**src/rtl/core/mfbc_pkg.sv**
```systemverilog
// Package: request types and select codes for the micro flag and branch condition block.
`timescale 1ns / 1ps

package mfbc_pkg;

    // Zero flag source selects
    localparam logic [1:0] ZSRC_HOLD  = 2'd0;
    localparam logic [1:0] ZSRC_ALU   = 2'd1;
    localparam logic [1:0] ZSRC_AND   = 2'd2;
    localparam logic [1:0] ZSRC_CLEAR = 2'd3;

    // Carry flag source selects
    localparam logic [1:0] CSRC_HOLD  = 2'd0;
    localparam logic [1:0] CSRC_CARRY = 2'd1;
    localparam logic [1:0] CSRC_LSB   = 2'd2;
    localparam logic [1:0] CSRC_MSB   = 2'd3;

    // ALU status bit positions
    localparam int ALU_ZERO  = 0;
    localparam int ALU_CARRY = 1;
    localparam int ALU_OVF   = 2;
    localparam int ALU_SIGN  = 3;
    localparam int ALU_LSB   = 4;
    localparam int ALU_MSB   = 5;

    // Flag bit positions (micro flags and low machine bits)
    localparam int FLG_Z = 0;
    localparam int FLG_C = 1;
    localparam int FLG_S = 2;
    localparam int FLG_O = 3;

    // Machine status bit positions
    localparam int MCH_INT_EN = 4;
    localparam int MCH_MODE   = 5;
    localparam int MCH_DIR    = 6;
    localparam int MCH_DISP   = 7;

    // Event line positions
    localparam int EV_DMA  = 0;
    localparam int EV_WAIT = 1;
    localparam int EV_EXT  = 2;
    localparam int EV_IRQ  = 3;

    // Flag group conditions (select bit 3 low)
    localparam logic [2:0] CF_Z      = 3'd0;
    localparam logic [2:0] CF_C      = 3'd1;
    localparam logic [2:0] CF_S      = 3'd2;
    localparam logic [2:0] CF_O      = 3'd3;
    localparam logic [2:0] CF_LT     = 3'd4;
    localparam logic [2:0] CF_LE     = 3'd5;
    localparam logic [2:0] CF_BE     = 3'd6;
    localparam logic [2:0] CF_DMA    = 3'd7;

    // Status group conditions (select bit 3 high)
    localparam logic [2:0] CS_MODE   = 3'd0;
    localparam logic [2:0] CS_WAIT   = 3'd1;
    localparam logic [2:0] CS_IRQ    = 3'd2;
    localparam logic [2:0] CS_EXT    = 3'd3;
    localparam logic [2:0] CS_DIR    = 3'd4;
    localparam logic [2:0] CS_DISP   = 3'd5;

    typedef struct packed {
        logic [1:0] zero_source;
        logic [1:0] carry_source;
        logic       sign_source;
        logic       overflow_source;
        logic       escape_load;
        logic [1:0] escape_value;
        logic [5:0] alu_status;
        logic [3:0] cond_select;
        logic       cond_invert;
        logic       use_micro_flags;
        logic [7:0] machine_bits;
        logic [3:0] event_lines;
    } t_in;

    typedef struct packed {
        logic       condition;
        logic [3:0] micro_flags;
        logic [1:0] escape_code;
    } t_out;

endpackage

```
**src/rtl/core/mfbc_eval.sv**
```systemverilog
// Flag update and branch condition select for one microcycle request.
`timescale 1ns / 1ps

module mfbc_eval (
    input  mfbc_pkg::t_in  i_req,
    input  logic [3:0]     i_flags,
    input  logic [1:0]     i_escape,
    output mfbc_pkg::t_out o_res
);

    logic       z, c, s, o;
    logic       fz, fc, fs, fo;
    logic       cond;
    logic [5:0] alu;
    logic [7:0] mach;
    logic [3:0] ev;

    assign alu  = i_req.alu_status;
    assign mach = i_req.machine_bits;
    assign ev   = i_req.event_lines;

    // Zero flag
    always_comb begin
        case (i_req.zero_source)
            mfbc_pkg::ZSRC_HOLD:  z = i_flags[mfbc_pkg::FLG_Z];
            mfbc_pkg::ZSRC_ALU:   z = alu[mfbc_pkg::ALU_ZERO];
            mfbc_pkg::ZSRC_AND:   z = i_flags[mfbc_pkg::FLG_Z] & alu[mfbc_pkg::ALU_ZERO];
            mfbc_pkg::ZSRC_CLEAR: z = 1'b0;
            default:              z = 1'b0;
        endcase
    end

    // Carry flag
    always_comb begin
        case (i_req.carry_source)
            mfbc_pkg::CSRC_HOLD:  c = i_flags[mfbc_pkg::FLG_C];
            mfbc_pkg::CSRC_CARRY: c = alu[mfbc_pkg::ALU_CARRY];
            mfbc_pkg::CSRC_LSB:   c = alu[mfbc_pkg::ALU_LSB];
            mfbc_pkg::CSRC_MSB:   c = alu[mfbc_pkg::ALU_MSB];
            default:              c = 1'b0;
        endcase
    end

    // Sign and overflow: hold or take from the ALU
    assign s = i_req.sign_source ? alu[mfbc_pkg::ALU_SIGN] : i_flags[mfbc_pkg::FLG_S];
    assign o = i_req.overflow_source ? alu[mfbc_pkg::ALU_OVF] : i_flags[mfbc_pkg::FLG_O];

    // Flag set tested by the flag group: new micro flags or architectural
    assign fz = i_req.use_micro_flags ? z : mach[mfbc_pkg::FLG_Z];
    assign fc = i_req.use_micro_flags ? c : mach[mfbc_pkg::FLG_C];
    assign fs = i_req.use_micro_flags ? s : mach[mfbc_pkg::FLG_S];
    assign fo = i_req.use_micro_flags ? o : mach[mfbc_pkg::FLG_O];

    // Condition select
    always_comb begin
        cond = 1'b0;
        if (!i_req.cond_select[3]) begin
            case (i_req.cond_select[2:0])
                mfbc_pkg::CF_Z:   cond = fz;
                mfbc_pkg::CF_C:   cond = fc;
                mfbc_pkg::CF_S:   cond = fs;
                mfbc_pkg::CF_O:   cond = fo;
                mfbc_pkg::CF_LT:  cond = fs ^ fo;
                mfbc_pkg::CF_LE:  cond = fz | (fs ^ fo);
                mfbc_pkg::CF_BE:  cond = fz | fc;
                mfbc_pkg::CF_DMA: cond = ev[mfbc_pkg::EV_DMA];
                default:          cond = 1'b0;
            endcase
        end else begin
            case (i_req.cond_select[2:0])
                mfbc_pkg::CS_MODE: cond = mach[mfbc_pkg::MCH_MODE];
                mfbc_pkg::CS_WAIT: cond = ev[mfbc_pkg::EV_WAIT];
                mfbc_pkg::CS_IRQ:  cond = ev[mfbc_pkg::EV_IRQ] & mach[mfbc_pkg::MCH_INT_EN];
                mfbc_pkg::CS_EXT:  cond = ev[mfbc_pkg::EV_EXT];
                mfbc_pkg::CS_DIR:  cond = mach[mfbc_pkg::MCH_DIR];
                mfbc_pkg::CS_DISP: cond = mach[mfbc_pkg::MCH_DISP];
                // unused status selects read as false
                default:           cond = 1'b0;
            endcase
        end
    end

    // Result
    assign o_res.condition   = cond ^ i_req.cond_invert;
    assign o_res.micro_flags = {o, s, c, z};
    assign o_res.escape_code = i_req.escape_load ? i_req.escape_value : i_escape;

endmodule

```
**src/rtl/core/micro_flags_and_branch_condition_top.sv**
```systemverilog
// Top level: micro flag register and branch condition selector with request pipeline.
`timescale 1ns / 1ps

// Takes one microcycle request per clock and returns one result per request, in
// order. A request is captured in an input register; from there it is evaluated
// against the micro flag and escape state, that state is written, and the result
// lands in an output register. Throughput is one request per cycle when the output
// side keeps up; the state write happens only when a request moves into the output
// register, and a stall on the output side holds both registers, with input ready
// dropping once the input register is full.

module micro_flags_and_branch_condition_top (
    input  logic            i_clk,
    input  logic            i_rst_n,
    input  logic            i_in_valid,
    output logic            o_in_ready,
    input  mfbc_pkg::t_in   i_in_req,
    output logic            o_out_valid,
    input  logic            i_out_ready,
    output mfbc_pkg::t_out  o_out_req
);

    logic           r_in_valid, n_in_valid;
    mfbc_pkg::t_in  r_in;
    logic           r_out_valid, n_out_valid;
    mfbc_pkg::t_out r_out;
    logic [3:0]     r_flags;
    logic [1:0]     r_escape;
    mfbc_pkg::t_out res;
    logic           advance;
    logic           in_take;

    // Handshake control
    assign advance     = r_in_valid && (!r_out_valid || i_out_ready);
    assign o_in_ready  = !r_in_valid || advance;
    assign in_take     = i_in_valid && o_in_ready;
    assign n_in_valid  = in_take || (r_in_valid && !advance);
    assign n_out_valid = advance || (r_out_valid && !i_out_ready);

    // Evaluate the held request
    mfbc_eval u_eval (
        .i_req    (r_in),
        .i_flags  (r_flags),
        .i_escape (r_escape),
        .o_res    (res)
    );

    // Control and flag state
    always_ff @(posedge i_clk) begin
        if (!i_rst_n) begin
            r_in_valid  <= 1'b0;
            r_out_valid <= 1'b0;
            r_flags     <= 4'd0;
            r_escape    <= 2'd0;
        end else begin
            r_in_valid  <= n_in_valid;
            r_out_valid <= n_out_valid;
            if (advance) begin
                r_flags  <= res.micro_flags;
                r_escape <= res.escape_code;
            end
        end
    end

    // Payload registers
    always_ff @(posedge i_clk) begin
        if (in_take) begin
            r_in <= i_in_req;
        end
        if (advance) begin
            r_out <= res;
        end
    end

    assign o_out_valid = r_out_valid;
    assign o_out_req   = r_out;

endmodule

```
**config.mk**
```make
export PLATFORM = sky130hd
export DESIGN_NAME = micro_flags_and_branch_condition_top
export DESIGN_NICKNAME = d
export VERILOG_FILES = /design/src/rtl/core/mfbc_pkg.sv /design/src/rtl/core/mfbc_eval.sv /design/src/rtl/core/micro_flags_and_branch_condition_top.sv
export SDC_FILE = /design/constraint.sdc
export NUM_CORES = 1
export LEC_CHECK = 0
export BUFFER_PORTS_ARGS = -buffer_cell sky130_fd_sc_hd__buf_2
export CORE_ASPECT_RATIO = 1.1
export CORE_MARGIN = 4
export CORE_UTILIZATION = 52
export DETAILED_ROUTE_END_ITERATION = 6
export HOLD_SLACK_MARGIN = 0.06
export PLACE_DENSITY = 0.8
export SYNTH_ARGS = -nofsm -noshare
export SYNTH_HDL_FRONTEND = slang
export SYNTH_SLANG_ARGS = --single-unit
export TNS_END_PERCENT = 10
```
**constraint.sdc**
```tcl
create_clock -name i_clk -period 2.1 [get_ports i_clk]
set_clock_uncertainty 0.1 [all_clocks]
set_input_delay 0.315 -clock i_clk [delete_from_list [all_inputs] [get_ports i_clk]]
set_output_delay 0.315 -clock i_clk [all_outputs]
set_load 0.02 [all_outputs]
```
==> impl_metrics.py <==
metrics = {
    "outcome": {
        "run_status": "complete, no violations",
    },
    "power_and_ir_drop": {
        "peakVddDrop_v": 0.000539,
        "leakage_nw": 1.04,
        "power_density_nw_per_um2": 675,
    },
    "timing": {
        "achievable_clock_frequency_mhz": 512,
        "setup-violations-final": 0,
        "finalHoldWorstSlack_ns": 0.109,
        "min_period_ns": 1.95,
        "timing_worst_slew_pin_value_ns": 0.502,
        "min_period_over_period": 0.930,
        "max_slew_margin": 0.664,
        "slew_violations": 0,
        "hold_violations": 0,
        "worst_slack_ns": 0.148,
        "timing.setup.tns_ns": 0,
        "rsz0062_at_grt": "no",
    },
    "synth": {
        "synth-xor-area-share": 0.0230,
        "synthDistinctLibCells": 37,
        "syn-instance-count": 123,
        "syn-mean-instance-area_um2": 15.5,
        "synth_mux_area_frac": 0.0553,
        "share_of_synthesized_cell_area_in_and_or_nand_and_nor_gates": 0.0993,
        "synth_fp_nets": 160,
        "synth-adder-area-share": 0,
        "synth-seq-area-share": 0.716,
        "synth-edff-count": 40,
        "post_synth_arst_share": 0,
        "ys_ff_latch": 48,
        "synth-compound-area-share": 0.0809,
        "ys.warnings.count": 0,
        "main_combinational_cell_family_by_area_after_synthesis": "simple AND/OR/NAND/NOR gates",
        "syn-cell-area_um2": 1900,
        "synthFlopType": "edfxtp_1",
    },
    "placement": {
        "port_buffers": 45,
        "placement.setup.worst_slack_ns": 0.154,
        "gpl.final_weighted_congestion": 0.816,
        "dp.final_hpwl_um": 2280,
        "placed_cells_incl_taps": 214,
    },
    "critical_path": {
        "worstSetupEndpoint": "o_out_req[6]",
        "critPathLaunchType": "flop",
        "worst_ep_required_time_ns": 2.11,
        "timing.critical_path.from": "r_in[14]",
        "worst_r2r_path_depth": 6,
        "ff2ff_setup_slack_ns": 0.15,
        "r2r-start": "r_in[14]",
        "rr_endpoint": "o_out_req[6]",
        "critPathMaxFanout": 12,
        "timing.setup.critical_path_class": "reg2reg",
        "worstSetupEndpointType": "flop",
        "arrival_ns": 1.96,
    },
    "floorplanning": {
        "fp.coreArea_um2": 3440,
        "num_rows": 22,
        "die-width_um": 65.7,
        "initial_core_util": 0.553,
        "die_height_um": 71.4,
        "pin_count": 46,
        "fp.dieArea_um2": 4690,
    },
    "cts": {
        "clock_tree.htree_level_count": 2,
        "cts_made_buffers": 5,
        "clk_pin_slew_worst_paths_ns": 0.14,
        "cts_root_buffer": "clkbuf_4",
        "postCtsResizedCells": 0,
        "clock_sinks": 48,
        "max-clock-path-buffers": 2,
        "tritoncts": "built",
        "clkLatencyLatePin_ns": 0.36,
    },
    "layout": {
        "finish.utilization": 0.751,
        "syn2layout_area_growth_pct": 35.9,
        "layout_commonest_cell": "buf_2",
        "antennaDiodeCount": 0,
        "share_of_final_layout_standard_cells_stronger_than_drive_strength_1": 0.305,
        "layoutNonFillerInstCount": 258,
        "mostFrequentLayoutCells": "buf_2, edfxtp_1, dlygate4sd3_1, nor2b_1, dfxtp_1",
        "final_layout_net_count": 246,
    },
    "global_route": {
        "grt_overflow_total": 0,
        "grt.total_usage": 0.176,
        "grt_pass1_vias": 1301,
        "grt_start_max_net_pins": 34,
        "number_of_antenna_violations_at_the_first_check_in_global_routing": 0,
        "first_pass_grt_wire_length_um": 6070,
    },
    "min_path": {
        "min-delay-path-class": "in2reg",
    },
    "route": {
        "ant_nets": 0,
        "routed-via-count": 1281,
        "detail_route.wl_per_cell_um": 14.5,
        "vias_per_cell": 4.97,
        "drc": 0,
        "dr.first_iter.drc_count": 42,
        "postRouteWirelength_um": 3740,
        "iteration_count_of_the_initial_detailed_routing_pass": 4,
    },
    "flow_run": {
        "max_cap_violations": 0,
    },
}
## metrics by stage
step	instance area [um2]	power, mW
finish	2580	1.74
global route	2580	1.83
CTS	2560	1.74
detailed placement	2180	1.30
global placement	2180	1.29
floorplan	1900	1.23
## sequential cells by signal, summed over array words and instances, names as in the netlist
signal / count
r_flags: 4
r_in: 33
o_out_valid: 1
r_escape: 2
r_in_valid: 1
o_out_req: 7
## final cells by class
type | count | area, um2
clock inverters | 3 | 18.8
clock buffers | 5 | 37.5
flip-flops and latches | 48 | 1360
multi-input cells | 66 | 492
fillers | 216 | 856
well taps | 48 | 60.1
repair buffers | 84 | 601
inverters | 4 | 15.0
## worst max-delay path, stage by stage (launching register included)
cell and delay [ns]:
edfxtp_1 0.56, buf_4 0.20, xor2_1 0.13, a21o_1 0.19, a32oi_1 0.19, a41oi_1 0.16, xor2_1 0.16
## worst min path at each step
stage	slack, ns	end	cells after the start	start
after floorplan	0.31	r_in[0]	0	i_in_req[0]
after global placement	0.38	r_flags[3]	1	r_flags[3]
after detailed placement	0.39	r_flags[3]	1	r_flags[3]
after CTS	0.1	r_in_valid	3	i_in_valid
after global routing	0.08	r_in_valid	3	i_in_valid
final	0.11	r_in_valid	3	i_in_valid
## logic make-up (layout without fill, tap and decap cells)
kind of cell,Yosys count,count (layout)
flip-flops,48,48
AND/OR/NAND/NOR,32,32
AO/OA/AOI/OAI,20,20
multiplexers,9,9
buffers and inverters,9,96
XOR/XNOR,5,5
## cells in the mapped netlist, drive strengths merged (2+ instances only)
library cell | number | area (um2)
a41oi | 2 | 17.5
xnor2 | 2 | 17.5
nand2b | 2 | 12.5
nor2 | 5 | 18.8
xor2 | 3 | 26.3
o211a | 2 | 20.0
a2111oi | 2 | 17.5
nor2b | 8 | 50.1
buf | 5 | 33.8
and3 | 2 | 12.5
nand3b | 3 | 22.5
inv | 4 | 15.0
nand2 | 5 | 18.8
o21bai | 2 | 15.0
mux2i | 6 | 60.1
dfxtp | 8 | 160
edfxtp | 40 | 1200
mux2 | 2 | 22.5
a21oi | 4 | 20.0
## report_power, final
group	switching, mW	total [mW]	internal (mW)
clock network	0.284	0.413	0.129
registers	0.0297	1.12	1.09
logic	0.0895	0.209	0.119
## routing by layer
metal	global-route usage	share of wire	vias up
met1	0.185	0.37	600
met2	0.327	0.57	37
met5	0	0	-
met4	0.0622	0.011	0
li1	-	-	639
met3	0.0502	0.048	5
## timing repair
item | CTS | global route
setup buffers | 0 | 3
endpoints found under the hold margin | 33 | 0
hold buffers | 33 | 0
setup endpoints to repair | 0 | 1
Note: power is estimated with default switching activity, not from simulation.
